### config.mk
export PLATFORM = sky130hd
export DESIGN_NAME = cycle_counter_calibrator
export DESIGN_NICKNAME = d
export VERILOG_FILES = /design/src/rtl/core/ccc_pkg.sv /design/src/rtl/core/cycle_counter_calibrator.sv /design/src/rtl/core/ccc_unit.sv
export SDC_FILE = /design/constraint.sdc
export NUM_CORES = 2
export LEC_CHECK = 0
export BUFFER_PORTS_ARGS = -buffer_cell sky130_fd_sc_hd__buf_4
export CAP_MARGIN = 20
export CORE_ASPECT_RATIO = 1.2
export CORE_MARGIN = 8
export CORE_UTILIZATION = 45
export CTS_CLUSTER_DIAMETER = 120
export DETAILED_ROUTE_END_ITERATION = 16
export GPL_TIMING_DRIVEN = 0
export PLACE_DENSITY = 0.59
export SYNTH_ARGS = -nofsm -noshare
export SYNTH_HDL_FRONTEND = slang
export SYNTH_HIERARCHICAL = 1
export SYNTH_SLANG_ARGS = --single-unit
### constraint.sdc
create_clock -name clk -period 16.1 [get_ports clk]
set_clock_uncertainty 0.2 [all_clocks]
set_input_delay 0 -clock clk [delete_from_list [all_inputs] [get_ports clk]]
set_output_delay 0 -clock clk [all_outputs]
set_load 0.01 [all_outputs]
### src/rtl/core/ccc_pkg.sv
// Shared types and constants of the cycle counter calibrator.
package ccc_pkg;

  localparam int DELTA_WIDTH = 48;
  localparam int TICK_W      = 16;
  localparam int REF_W       = 32;
  localparam int US_W        = 36;
  localparam int FNUM_W      = US_W + 32;
  localparam int UW          = (DELTA_WIDTH + REF_W > FNUM_W) ? DELTA_WIDTH + REF_W : FNUM_W;
  localparam int PW          = DELTA_WIDTH + TICK_W;
  localparam int RW          = PW + 8;
  localparam int CNT_W       = 7;

  localparam logic [7:0] END_QUICK  = 8'd224;
  localparam logic [7:0] END_SLOWER = 8'd192;
  localparam logic [7:0] END_SLOW   = 8'd128;
  localparam logic [19:0] USEC_PER_SEC = 20'd1000000;
  localparam logic [39:0] CPU_HZ_MAX = 40'hFF_FFFF_FFFF;
  localparam logic [31:0] FACTOR_MAX = 32'hFFFF_FFFF;

  localparam logic [1:0] REG_MAX_QUICK = 2'd0;
  localparam logic [1:0] REG_MAX_SLOW  = 2'd1;
  localparam logic [1:0] REG_REF_HZ    = 2'd2;
  localparam logic [1:0] REG_TOL       = 2'd3;

  typedef enum logic {OP_MUL, OP_DIV} unit_op_t;

  typedef struct packed {
    logic             start;
    unit_op_t         op;
    logic [CNT_W-1:0] steps;
    logic [UW-1:0]    a;
    logic [UW-1:0]    b;
  } unit_req_t;

  typedef struct packed {
    logic          done;
    logic [UW-1:0] result;
  } unit_rsp_t;

endpackage

### src/rtl/core/cycle_counter_calibrator.sv
// Top level of the cycle counter calibrator: registers, sequencer, result register.
//
//  channel  direction  handshake                      payload
//  in       request    in_valid / in_ready            in_tsc_delta, in_elapsed_ticks
//  out      result     out_valid / out_ready          out_* fields
//  cfg      write/read psel penable pwrite pready     paddr, pwdata, prdata
//
// A quick measurement needs no arithmetic. A ratio check adds two multiplies in the
// shared unit and a bounds compare; completion adds a multiply and two divides,
// all in the one shift-add/subtract unit.
// Reset is synchronous, active low, and restores register defaults and phase 0.
// in_ready is high only while the sequencer idles; a stalled result holds in the output
// register and the next request is taken while it waits.
module cycle_counter_calibrator (
  input  logic                            clk,
  input  logic                            rst_n,
  input  logic                            in_valid,
  output logic                            in_ready,
  input  logic [ccc_pkg::DELTA_WIDTH-1:0] in_tsc_delta,
  input  logic [15:0]                     in_elapsed_ticks,
  output logic                            out_valid,
  input  logic                            out_ready,
  output logic [7:0]                      out_next_end_high_byte,
  output logic                            out_done_res,
  output logic                            out_divide_fault,
  output logic [39:0]                     out_cpu_hz,
  output logic [31:0]                     out_time_factor,
  output logic [6:0]                      out_quick_tries,
  output logic [6:0]                      out_slow_tries,
  input  logic                            psel,
  input  logic                            penable,
  input  logic                            pwrite,
  input  logic [3:0]                      paddr,
  input  logic [31:0]                     pwdata,
  output logic [31:0]                     prdata,
  output logic                            pready
);

  typedef enum logic [12:0] {
    S_IDLE     = 13'b0000000000001,
    S_DISPATCH = 13'b0000000000010,
    S_MULN     = 13'b0000000000100,
    S_MULD     = 13'b0000000001000,
    S_CMPLO    = 13'b0000000010000,
    S_CMPHI    = 13'b0000000100000,
    S_DECIDE   = 13'b0000001000000,
    S_MULS     = 13'b0000010000000,
    S_HZ       = 13'b0000100000000,
    S_DIVH     = 13'b0001000000000,
    S_FAC      = 13'b0010000000000,
    S_DIVF     = 13'b0100000000000,
    S_FIN      = 13'b1000000000000
  } state_t;

  localparam int DW = ccc_pkg::DELTA_WIDTH;
  localparam int CW = ccc_pkg::CNT_W;

  state_t state_r, state_nxt;

  logic [5:0]  max_quick_r, max_slow_r, tol_r;
  logic [31:0] ref_hz_r;

  logic [1:0]    phase_r, phase_nxt;
  logic [DW-1:0] quick_delta_r, quick_delta_nxt, slower_delta_r, slower_delta_nxt;
  logic [15:0]   quick_ticks_r, quick_ticks_nxt, slower_ticks_r, slower_ticks_nxt;
  logic [CW-1:0] qc_r, qc_nxt, sc_r, sc_nxt;

  logic [DW-1:0]          cur_delta_r, cur_delta_nxt;
  logic [15:0]            cur_ticks_r, cur_ticks_nxt;
  logic                   fault_r, fault_nxt, done_r, done_nxt, lo_ok_r, lo_ok_nxt;
  logic                   ok_r, ok_nxt;
  logic [7:0]             next_r, next_nxt;
  logic [39:0]            hz_r, hz_nxt;
  logic [31:0]            fac_r, fac_nxt;
  logic [ccc_pkg::PW-1:0] num_r, num_nxt, den_r, den_nxt;
  logic [ccc_pkg::UW-1:0] scaled_r, scaled_nxt;

  logic                   out_valid_r, out_valid_nxt;
  logic [7:0]             o_next_r, o_next_nxt;
  logic                   o_done_r, o_done_nxt, o_fault_r, o_fault_nxt;
  logic [39:0]            o_hz_r, o_hz_nxt;
  logic [31:0]            o_fac_r, o_fac_nxt;
  logic [CW-1:0]          o_qt_r, o_qt_nxt, o_st_r, o_st_nxt;

  logic [DW-1:0]             sel_d;
  logic [15:0]               sel_t;
  logic [ccc_pkg::RW-1:0]    lhs, bound;
  logic [ccc_pkg::US_W-1:0]  us;
  logic [ccc_pkg::FNUM_W-1:0] fnum;
  logic                      wr_en;
  ccc_pkg::unit_req_t        req;
  ccc_pkg::unit_rsp_t        rsp;

  ccc_unit u_unit (
    .clk  (clk),
    .rst_n(rst_n),
    .req  (req),
    .rsp  (rsp)
  );

  assign pready = 1'b1;
  assign wr_en  = psel && penable && pwrite;

  always_ff @(posedge clk) begin
    if (!rst_n) begin
      max_quick_r <= 6'd20;
      max_slow_r  <= 6'd20;
      ref_hz_r    <= 32'd1193181;
      tol_r       <= 6'd1;
    end else if (wr_en) begin
      unique case (paddr[3:2])
        ccc_pkg::REG_MAX_QUICK: max_quick_r <= pwdata[5:0];
        ccc_pkg::REG_MAX_SLOW:  max_slow_r  <= pwdata[5:0];
        ccc_pkg::REG_REF_HZ:    ref_hz_r    <= pwdata;
        ccc_pkg::REG_TOL:       tol_r       <= pwdata[5:0];
        default: ;
      endcase
    end
  end

  always_comb begin
    unique case (paddr[3:2])
      ccc_pkg::REG_MAX_QUICK: prdata = {26'd0, max_quick_r};
      ccc_pkg::REG_MAX_SLOW:  prdata = {26'd0, max_slow_r};
      ccc_pkg::REG_REF_HZ:    prdata = ref_hz_r;
      ccc_pkg::REG_TOL:       prdata = {26'd0, tol_r};
      default:                prdata = '0;
    endcase
  end

  assign in_ready  = (state_r == S_IDLE);
  assign sel_d     = (phase_r == 2'd1) ? quick_delta_r : slower_delta_r;
  assign sel_t     = (phase_r == 2'd1) ? quick_ticks_r : slower_ticks_r;
  assign lhs       = ccc_pkg::RW'(num_r) * ccc_pkg::RW'(100);
  assign bound     = ccc_pkg::RW'(den_r) *
                     ((state_r == S_CMPLO) ? ccc_pkg::RW'(8'd100 - {2'b00, tol_r})
                                           : ccc_pkg::RW'(8'd100 + {2'b00, tol_r}));
  assign us        = ccc_pkg::US_W'(cur_ticks_r) * ccc_pkg::US_W'(ccc_pkg::USEC_PER_SEC);
  assign fnum      = {us, 32'd0};

  always_comb begin
    state_nxt        = state_r;
    phase_nxt        = phase_r;
    quick_delta_nxt  = quick_delta_r;
    quick_ticks_nxt  = quick_ticks_r;
    slower_delta_nxt = slower_delta_r;
    slower_ticks_nxt = slower_ticks_r;
    qc_nxt           = qc_r;
    sc_nxt           = sc_r;
    cur_delta_nxt    = cur_delta_r;
    cur_ticks_nxt    = cur_ticks_r;
    fault_nxt        = fault_r;
    done_nxt         = done_r;
    lo_ok_nxt        = lo_ok_r;
    ok_nxt           = ok_r;
    next_nxt         = next_r;
    hz_nxt           = hz_r;
    fac_nxt          = fac_r;
    num_nxt          = num_r;
    den_nxt          = den_r;
    scaled_nxt       = scaled_r;
    out_valid_nxt    = out_valid_r && !out_ready;
    o_next_nxt       = o_next_r;
    o_done_nxt       = o_done_r;
    o_fault_nxt      = o_fault_r;
    o_hz_nxt         = o_hz_r;
    o_fac_nxt        = o_fac_r;
    o_qt_nxt         = o_qt_r;
    o_st_nxt         = o_st_r;
    req.start        = 1'b0;
    req.op           = ccc_pkg::OP_MUL;
    req.steps        = CW'(16);
    req.a            = ccc_pkg::UW'(sel_d);
    req.b            = ccc_pkg::UW'(cur_ticks_r);

    unique case (state_r)
      S_IDLE: begin
        if (in_valid) begin
          cur_delta_nxt = in_tsc_delta;
          cur_ticks_nxt = in_elapsed_ticks;
          fault_nxt     = (in_tsc_delta == '0) || (in_elapsed_ticks == '0);
          done_nxt      = 1'b0;
          hz_nxt        = '0;
          fac_nxt       = '0;
          state_nxt     = S_DISPATCH;
        end
      end
      S_DISPATCH: begin
        if (phase_r == 2'd1 || phase_r == 2'd2) begin
          if (sel_d == '0 || sel_t == '0 || cur_delta_r == '0 || cur_ticks_r == '0) begin
            ok_nxt    = 1'b0;
            state_nxt = S_DECIDE;
          end else begin
            req.start = 1'b1;
            state_nxt = S_MULN;
          end
        end else begin
          quick_delta_nxt = cur_delta_r;
          quick_ticks_nxt = cur_ticks_r;
          phase_nxt       = 2'd1;
          next_nxt        = ccc_pkg::END_SLOWER;
          state_nxt       = S_FIN;
        end
      end
      S_MULN: begin
        req.a = ccc_pkg::UW'(cur_delta_r);
        req.b = ccc_pkg::UW'(sel_t);
        if (rsp.done) begin
          num_nxt   = rsp.result[ccc_pkg::PW-1:0];
          req.start = 1'b1;
          state_nxt = S_MULD;
        end
      end
      S_MULD: begin
        if (rsp.done) begin
          den_nxt   = rsp.result[ccc_pkg::PW-1:0];
          state_nxt = S_CMPLO;
        end
      end
      S_CMPLO: begin
        lo_ok_nxt = lhs >= bound;
        state_nxt = S_CMPHI;
      end
      S_CMPHI: begin
        ok_nxt    = lo_ok_r && (lhs <= bound);
        state_nxt = S_DECIDE;
      end
      S_DECIDE: begin
        req.a = ccc_pkg::UW'(cur_delta_r);
        req.b = ccc_pkg::UW'(ref_hz_r);
        if (phase_r == 2'd1) begin
          if (!ok_r && qc_r < {1'b0, max_quick_r}) begin
            qc_nxt    = qc_r + 1'b1;
            phase_nxt = 2'd0;
            next_nxt  = ccc_pkg::END_QUICK;
          end else begin
            slower_delta_nxt = cur_delta_r;
            slower_ticks_nxt = cur_ticks_r;
            phase_nxt        = 2'd2;
            next_nxt         = ccc_pkg::END_SLOW;
          end
          state_nxt = S_FIN;
        end else if (!ok_r && sc_r < {1'b0, max_slow_r}) begin
          sc_nxt    = sc_r + 1'b1;
          phase_nxt = 2'd1;
          next_nxt  = ccc_pkg::END_SLOWER;
          state_nxt = S_FIN;
        end else begin
          done_nxt  = 1'b1;
          phase_nxt = 2'd0;
          next_nxt  = ccc_pkg::END_QUICK;
          req.start = 1'b1;
          req.steps = CW'(ccc_pkg::REF_W);
          state_nxt = S_MULS;
        end
      end
      S_MULS: begin
        if (rsp.done) begin
          scaled_nxt = rsp.result;
          state_nxt  = S_HZ;
        end
      end
      S_HZ: begin
        req.op    = ccc_pkg::OP_DIV;
        req.steps = CW'(ccc_pkg::UW);
        req.a     = scaled_r;
        if (cur_ticks_r == '0) begin
          hz_nxt    = ccc_pkg::CPU_HZ_MAX;
          state_nxt = S_FAC;
        end else begin
          req.start = 1'b1;
          state_nxt = S_DIVH;
        end
      end
      S_DIVH: begin
        if (rsp.done) begin
          hz_nxt    = (|rsp.result[ccc_pkg::UW-1:40]) ? ccc_pkg::CPU_HZ_MAX
                                                      : rsp.result[39:0];
          state_nxt = S_FAC;
        end
      end
      S_FAC: begin
        req.op    = ccc_pkg::OP_DIV;
        req.steps = CW'(ccc_pkg::FNUM_W);
        req.a     = ccc_pkg::UW'(fnum) << (ccc_pkg::UW - ccc_pkg::FNUM_W);
        req.b     = scaled_r;
        if (scaled_r == '0) begin
          fault_nxt = 1'b1;
          fac_nxt   = ccc_pkg::FACTOR_MAX;
          state_nxt = S_FIN;
        end else begin
          req.start = 1'b1;
          state_nxt = S_DIVF;
        end
      end
      S_DIVF: begin
        if (rsp.done) begin
          fac_nxt   = (|rsp.result[ccc_pkg::UW-1:32]) ? ccc_pkg::FACTOR_MAX
                                                      : rsp.result[31:0];
          state_nxt = S_FIN;
        end
      end
      S_FIN: begin
        if (!out_valid_r || out_ready) begin
          out_valid_nxt = 1'b1;
          o_next_nxt    = next_r;
          o_done_nxt    = done_r;
          o_fault_nxt   = fault_r;
          o_hz_nxt      = hz_r;
          o_fac_nxt     = fac_r;
          o_qt_nxt      = qc_r;
          o_st_nxt      = sc_r;
          if (done_r) begin
            qc_nxt = CW'(1);
            sc_nxt = CW'(1);
          end
          state_nxt = S_IDLE;
        end
      end
      default: state_nxt = S_IDLE;
    endcase
  end

  always_ff @(posedge clk) begin
    if (!rst_n) begin
      state_r        <= S_IDLE;
      phase_r        <= 2'd0;
      quick_delta_r  <= '0;
      quick_ticks_r  <= '0;
      slower_delta_r <= '0;
      slower_ticks_r <= '0;
      qc_r           <= CW'(1);
      sc_r           <= CW'(1);
      out_valid_r    <= 1'b0;
    end else begin
      state_r        <= state_nxt;
      phase_r        <= phase_nxt;
      quick_delta_r  <= quick_delta_nxt;
      quick_ticks_r  <= quick_ticks_nxt;
      slower_delta_r <= slower_delta_nxt;
      slower_ticks_r <= slower_ticks_nxt;
      qc_r           <= qc_nxt;
      sc_r           <= sc_nxt;
      out_valid_r    <= out_valid_nxt;
    end
    cur_delta_r <= cur_delta_nxt;
    cur_ticks_r <= cur_ticks_nxt;
    fault_r     <= fault_nxt;
    done_r      <= done_nxt;
    lo_ok_r     <= lo_ok_nxt;
    ok_r        <= ok_nxt;
    next_r      <= next_nxt;
    hz_r        <= hz_nxt;
    fac_r       <= fac_nxt;
    num_r       <= num_nxt;
    den_r       <= den_nxt;
    scaled_r    <= scaled_nxt;
    o_next_r    <= o_next_nxt;
    o_done_r    <= o_done_nxt;
    o_fault_r   <= o_fault_nxt;
    o_hz_r      <= o_hz_nxt;
    o_fac_r     <= o_fac_nxt;
    o_qt_r      <= o_qt_nxt;
    o_st_r      <= o_st_nxt;
  end

  assign out_valid              = out_valid_r;
  assign out_next_end_high_byte = o_next_r;
  assign out_done_res           = o_done_r;
  assign out_divide_fault       = o_fault_r;
  assign out_cpu_hz             = o_hz_r;
  assign out_time_factor        = o_fac_r;
  assign out_quick_tries        = o_qt_r;
  assign out_slow_tries         = o_st_r;

endmodule

### src/rtl/core/ccc_unit.sv
// Shared shift-add multiplier and restoring divider, one bit per cycle.
module ccc_unit (
  input  logic               clk,
  input  logic               rst_n,
  input  ccc_pkg::unit_req_t req,
  output ccc_pkg::unit_rsp_t rsp
);

  logic                      busy_r, busy_nxt;
  logic                      done_r, done_nxt;
  ccc_pkg::unit_op_t         op_r, op_nxt;
  logic [ccc_pkg::CNT_W-1:0] cnt_r, cnt_nxt;
  logic [ccc_pkg::UW-1:0]    a_r, a_nxt;
  logic [ccc_pkg::UW-1:0]    b_r, b_nxt;
  logic [ccc_pkg::UW-1:0]    acc_r, acc_nxt;
  logic [ccc_pkg::UW:0]      rem_r, rem_nxt;
  logic [ccc_pkg::UW:0]      rem_sh;
  logic                      fits;

  always_comb begin
    busy_nxt = busy_r;
    done_nxt = 1'b0;
    op_nxt   = op_r;
    cnt_nxt  = cnt_r;
    a_nxt    = a_r;
    b_nxt    = b_r;
    acc_nxt  = acc_r;
    rem_nxt  = rem_r;
    rem_sh   = {rem_r[ccc_pkg::UW-1:0], a_r[ccc_pkg::UW-1]};
    fits     = rem_sh >= {1'b0, b_r};
    if (req.start) begin
      busy_nxt = 1'b1;
      op_nxt   = req.op;
      cnt_nxt  = req.steps;
      a_nxt    = req.a;
      b_nxt    = req.b;
      acc_nxt  = '0;
      rem_nxt  = '0;
    end else if (busy_r) begin
      unique case (op_r)
        ccc_pkg::OP_MUL: begin
          if (b_r[0]) acc_nxt = acc_r + a_r;
          a_nxt = {a_r[ccc_pkg::UW-2:0], 1'b0};
          b_nxt = {1'b0, b_r[ccc_pkg::UW-1:1]};
        end
        ccc_pkg::OP_DIV: begin
          rem_nxt = fits ? rem_sh - {1'b0, b_r} : rem_sh;
          acc_nxt = {acc_r[ccc_pkg::UW-2:0], fits};
          a_nxt   = {a_r[ccc_pkg::UW-2:0], 1'b0};
        end
        default: ;
      endcase
      cnt_nxt = cnt_r - 1'b1;
      if (cnt_r == ccc_pkg::CNT_W'(1)) begin
        busy_nxt = 1'b0;
        done_nxt = 1'b1;
      end
    end
  end

  always_ff @(posedge clk) begin
    if (!rst_n) begin
      busy_r <= 1'b0;
      done_r <= 1'b0;
    end else begin
      busy_r <= busy_nxt;
      done_r <= done_nxt;
    end
    op_r  <= op_nxt;
    cnt_r <= cnt_nxt;
    a_r   <= a_nxt;
    b_r   <= b_nxt;
    acc_r <= acc_nxt;
    rem_r <= rem_nxt;
  end

  assign rsp.done   = done_r;
  assign rsp.result = acc_r;

endmodule

Yosys cells after proc, flatten, opt, wreduce, memory -nomap -nowiden

Cells that the tools add are included.
W data, S select, Z words.

ROM bits: 0
Memories kept: 0
Memory bits (writable): 0
Input port bits: 107
Latch bits: 0
Bits in registers: 990
Word-level logic and storage cells: 244
Output and inout bits: 131

Order comparisons: 5
Reductions and logical operators: 59
Bitwise operators: 5
Eq/ne operators: 39
Multiplexer cells: 86
Shift-type cells: 0
Multipliers: 3
Divide/modulo/power cells: 0
Add/sub/neg operators: 7

Operators by type and width:

| operator                | number |
|---|---|
| $mux W80                | 7 |
| $pmux W80 S3            | 2 |
| $pmux W13 S13           | 1 |
| $mux W40                | 4 |
| $pmux W80 S2            | 1 |
| $logic_not A48 Y1       | 3 |
| $mux W13                | 11 |
| $mux W32                | 4 |
| $pmux W32 S4            | 1 |
| $pmux W40 S3            | 1 |
| $pmux W32 S3            | 1 |
| $ge A81 B80 Y1          | 1 |
| $add A80 B80 Y80        | 1 |
| $logic_not A80 Y1       | 1 |
| $sub A80 B80 Y80        | 1 |
| $ge A71 B72 Y1          | 1 |
| $le A71 B72 Y1          | 1 |
| $mul A64 B72 Y72        | 1 |
| $mux W72                | 1 |
| $mux W7                 | 10 |
| $mul A64 B5 Y69 const B | 1 |
| $logic_not A16 Y1       | 3 |
| $mux W48                | 1 |
| $reduce_or A48 Y1       | 1 |
| other kinds (51)        | 144 |

Longest topological paths before layout

Depth in word-level cells: 11
Mapped depth: 49

Hierarchy

Netlist, hierarchy kept.

By module, submodules not included:

| module                   | cells each | area an instance (um2) | seq. area each (um2) | times used |
|---|---|---|---|---|
| cycle_counter_calibrator | 6375       | 61764.2                | 17376.7              | 1 |
| ccc_unit                 | 2922       | 24085.6                | 8287.9               | 1 |

Worst setup path after synthesis

Ideal clock, no wire load.

Path type: register -> register
Start: reg state_r[1]
End: reg lo_ok_r (data pin)
Data required time: 15.633 ns
Cell stages (with the launch flop): 48
Arrival: 10.094 ns
Setup time: 0.267 ns
Setup slack: 5.540 ns
Cells stage by stage: dfxtp_1 > nor4_1 > nand3b_1 > nor3_1 > nand3b_1 > inv_2 > mux2i_1 > xnor2_2 > clkbuf_1 > nand2_1 > fa_1 > inv_1 > fa_1 > inv_1 > fa_1 > inv_1 > ha_1 > inv_1 > [... 12 more ...] > o21bai_1 > a21oi_1 > or3_1 > o21ai_0 > a31o_2 > a211o_1 > a21oi_1 > o21ai_1 > xnor2_1 > ha_1 > a21o_1 > a21oi_1 > nor2_1 > a2111oi_0 > o21ai_0 > a21oi_1 > o21a_1 > nor4_2

Cells in the longest elaborated chain, start to end: 4

Ends and longest elaborated chain:

| item                   | RTL line                        | source |
|---|---|---|
| start, declared        | cycle_counter_calibrator.sv:58  | `state_t state_r, state_nxt;` |
| start signal, assigned | cycle_counter_calibrator.sv:336 | `state_r <= state_nxt;` |
| $eq A13 B5 Y1          | cycle_counter_calibrator.sv:136 | `((state_r == S_CMPLO) ? ccc_pkg::RW'(8'd100 - {2'b00, tol_r})` |
| $mux W72               | cycle_counter_calibrator.sv:136 |  |
| $mul A64 B72 Y72       | cycle_counter_calibrator.sv:135 | `assign bound = ccc_pkg::RW'(den_r) *` |
| $ge A71 B72 Y1         | cycle_counter_calibrator.sv:221 | `lo_ok_nxt = lhs >= bound;` |
| end signal, assigned   | cycle_counter_calibrator.sv:350 | `lo_ok_r <= lo_ok_nxt;` |
| end, declared          | cycle_counter_calibrator.sv:70  | `logic fault_r, fault_nxt, done_r, done_nxt, lo_ok_r, lo_ok_nxt;` |

Every way passes these cells.
A chain may end at the register's enable or synchronous reset.

Worst setup path after layout

Start: reg state_r[2]
End: reg ok_r (data pin)

Cells in the longest elaborated chain, start to end: 6

Ends and longest elaborated chain:

| item                 | RTL line                        | source |
|---|---|---|
| $eq A13 B5 Y1        | cycle_counter_calibrator.sv:136 |  |
| $mux W72             | cycle_counter_calibrator.sv:136 |  |
| $mul A64 B72 Y72     | cycle_counter_calibrator.sv:135 |  |
| $le A71 B72 Y1       | cycle_counter_calibrator.sv:225 | `ok_nxt = lo_ok_r && (lhs <= bound);` |
| $logic_and A1 B1 Y1  | cycle_counter_calibrator.sv:225 |  |
| $pmux W1 S2 *        | cycle_counter_calibrator.sv:176 | `unique case (state_r)` |
| end signal, assigned | cycle_counter_calibrator.sv:351 | `ok_r <= ok_nxt;` |
| end, declared        | cycle_counter_calibrator.sv:71  | `logic ok_r, ok_nxt;` |

Mark *: on every way between the ends. The rest lies on a longest branch, timed or not.

==> summary.md <==
| Metric | Value |
|---|---|
| Status | finished, final reports clean |
| Initial antenna violation count | 9 |
| DR vias/cell | 5.75 |
| CTS tree | built |
| All-Layer GR Usage | 0.287 |
| Startpoint Class | register |
| Setup Total Neg Slack | 0 ns |
| Post_cts resized | 0 |
| Routed len/inst | 24.4 um |
| GRT overflow | 0 |
| RSZ-0062 raised after global routing | false |
| CP delay by family, top | adder cells |
| Design area | 96800 um2 |
| Fin cells | 12.4k |
| Placed Instance Area | 91300 um2 |
| Commonest cells in the netlist | 1158 x inv_1, 1154 x ha_1, 1010 x nand2_1, 652 x a21oi_1, 608 x edfxtp_1 |
| # IOs | 238 |
| Routed via count | 71.5k |
| Post-synth EDFFs | 608 |
| Total placed cells including tap cells | 12.0k |
| Max Slew Vio Count | 0 |
| Worst path bufs/invs | 7 |
| Worst endpoint data arrival time | 15.07 ns |
| I/O Buffers | 228 |
| CP peak stage delay | 0.87 ns |
| 1st-iter DRT viols | 5880 |
| Synth unique cells | 110 |
| Mux cell area share after synthesis | 0.0241 |
| Cell taking the most area after synthesis | edfxtp_1 |
| Num rows | 175 |
| Power Density | 101 nW/um2 |
| Area grow syn2layout | 12.8% |
| Worst Tran Pin Value | 1.25 ns |
| Syn Area/Cell | 9.23 um2 |
| Max_slew headroom | 0.165 |
| Layout Nets | 11.6k |
| Post-DRT Antenna Nets | 0 |
| Setup violators final | 0 |
| Total power | 9.80 mW |
| Final Util | 0.511 |
| Layout fillers | 17.6k |
| GP Congestion | 0.959 |
| Clock-pin slew on the worst setup and hold paths | 0.07 ns |
| Fin crit period | 14.80 ns |
| DRC Markers | 0 |
| Period utilization | 0.919 |
| Die area | 205000 um2 |
| Pin count of the biggest net entering global routing | 70 |
| Vias in the first global route | 72.3k |
| Critical path peak fanout | 10 |
| HP Class | input port to register |
| CP max stage cell | xnor2_2 |
| Ys Warns | 6 |
| Clock latency on the worst-skew pair | 0.75 ns |
| Die X-Extent | 415 um |
| First-pass GRT wire length | 452 mm |
| Post-synth top area share | 0.213 |
| CTS Buffer Depth | 3 |
| Adder-cell area share of the yosys netlist | 0.280 |
| CP Capture Type | register |
| Largest cells by area after synthesis | edfxtp_1 21%, ha_1 17%, fa_1 11% |
| Sequential share of the synthesized area | 0.299 |
| Final Hold Vio Count | 0 |
| Largest family of logic cells by synthesized area | adder cells |
| Count leader, synth | inv_1 |
| Pre-Repair DR Iteration Count | 6 |
| Synthesized instance count | 9297 |
| Core Region | 190000 um2 |
| # H-tree levels | 3 |
| Synth Area in Compound Gates | 0.150 |
| Clk root buf | clkbuf_16 |
| Lkg Pwr | 43.1 nW |
| Max cap viols | 0 |
| Critical setup path kind | register to register |
| CTS sink count | 978 |
| Simple-gate share of the synthesized area | 0.142 |
| Post-DP HPWL | 243 mm |
| #FFs+latches synth | 978 |
| Die height | 494 um |
| Num CTS Buffers | 97 |
| Layout cells sized above 1 | 0.0649 |
| Worst VDD drop | 0.209 mV |
| Worst Path Required | 16.37 ns |
| Main flop type after synthesis | edfxtp_1 |
| Initial Util | 0.453 |
| DRT Wirelength | 303 mm |
| XOR/XNOR share of the synthesized area | 0.0321 |
| Synthesized cell area | 85800 um2 |
| Max Fclk | 67.6 MHz |
| Synth async-reset ratio | 0 |
==> routing by layer <==
metal	wire [um]	track usage	vias to the layer above
met3	18700	0.0358	667
li1	-	-	33400
met4	19500	0.156	6
met5	48	0	-
met1	123000	0.354	34700
met2	142000	0.490	2710
==> logic make-up after synthesis <==
| family | count (synthesis) |
|---|---|
| adder cells (fa/ha/maj) | 1635 |
| multiplexers | 187 |
| AO/OA/AOI/OAI | 2021 |
| buffers and inverters | 1620 |
| flip-flops | 978 |
| AND/OR/NAND/NOR | 2540 |
| other | 2 |
| XOR/XNOR | 314 |
==> stage by stage <==
| stage | setup WS, ns | hold WS, ns |
|---|---|---|
| 6_report | 1.30 | 0.0956 |
| 5_1_grt | 0.608 | 0.0855 |
| 4_1_cts | 1.14 | 0.0465 |
| 3_5_place_dp | 1.20 | -0.0104 |
| 3_3_place_gp | -0.716 | -0.0113 |
| 2_1_floorplan | 5.54 | -0.101 |
==> cell usage in the layout, fill, tap and decap left out, types with 370 or more instances in the layout <==
cell,n
edfxtp_1,608
nor2_1,399
inv_1,1158
fa_1,481
dfxtp_1,370
a21oi_1,651
clkbuf_1,380
nand2_1,1010
o21ai_0,407
ha_1,1154
and2_1,405
==> power breakdown <==
part           switching, mW  internal [mW]  leakage (nW)
clock                   1.08           1.35          1.62
sequential             0.141           2.79          8.45
combinational           2.67           1.77          33.0
total                   3.89           5.91          43.1
==> sequential cells by signal (all words and copies together) (netlist names), 13 cells and up <==
register         flops
ref_hz_r            32
u_unit/b_r          80
out_cpu_hz          40
u_unit/a_r          80
quick_delta_r       48
out_time_factor     32
hz_r                40
slower_ticks_r      16
u_unit/acc_r        80
fac_r               32
den_r               64
scaled_r            80
cur_ticks_r         16
slower_delta_r      48
cur_delta_r         48
state_r             13
quick_ticks_r       16
num_r               64
u_unit/rem_r        80
==> tightest hold or removal path, stage by stage <==
cell,delay [ns]
dlygate4sd3_1,0.54
buf_4,0.10
nand2b_1,0.23
a21oi_1,0.11
==> what timing repair did <==
item	4_1_cts	5_1_grt
buffers inserted	0	0
hold buffers	214	0
endpoints found under the hold margin	231	0
==> layout make-up <==
| type | instances | area, um2 | share of cell area |
|---|---|---|---|
| Clock buffer | 126 | 2670 | 0.0276 |
| Antenna cell | 3 | 7.51 | 0.0000775 |
| Buffer | 457 | 1860 | 0.0192 |
| Multi-Input combinational cell | 6707 | 54100 | 0.559 |
| Clock inverter | 55 | 673 | 0.00695 |
| Tap cell | 2478 | 3100 | 0.0320 |
| Inverter | 1163 | 4370 | 0.0451 |
| Sequential cell | 978 | 25700 | 0.265 |
| Timing Repair Buffer | 477 | 4390 | 0.0454 |
==> path summary, 6_finish.rpt <==
kind,startpoint,to,slack (ns),cells past startpoint
max reg2reg,state_r[2],ok_r,1.30,42
min reg2reg,hz_r[36],out_cpu_hz[36],0.22,0
min,out_ready,out_valid,0.1,4
max,state_r[2],ok_r,1.30,42
No activity file was read; power rests on OpenSTA's default activity.
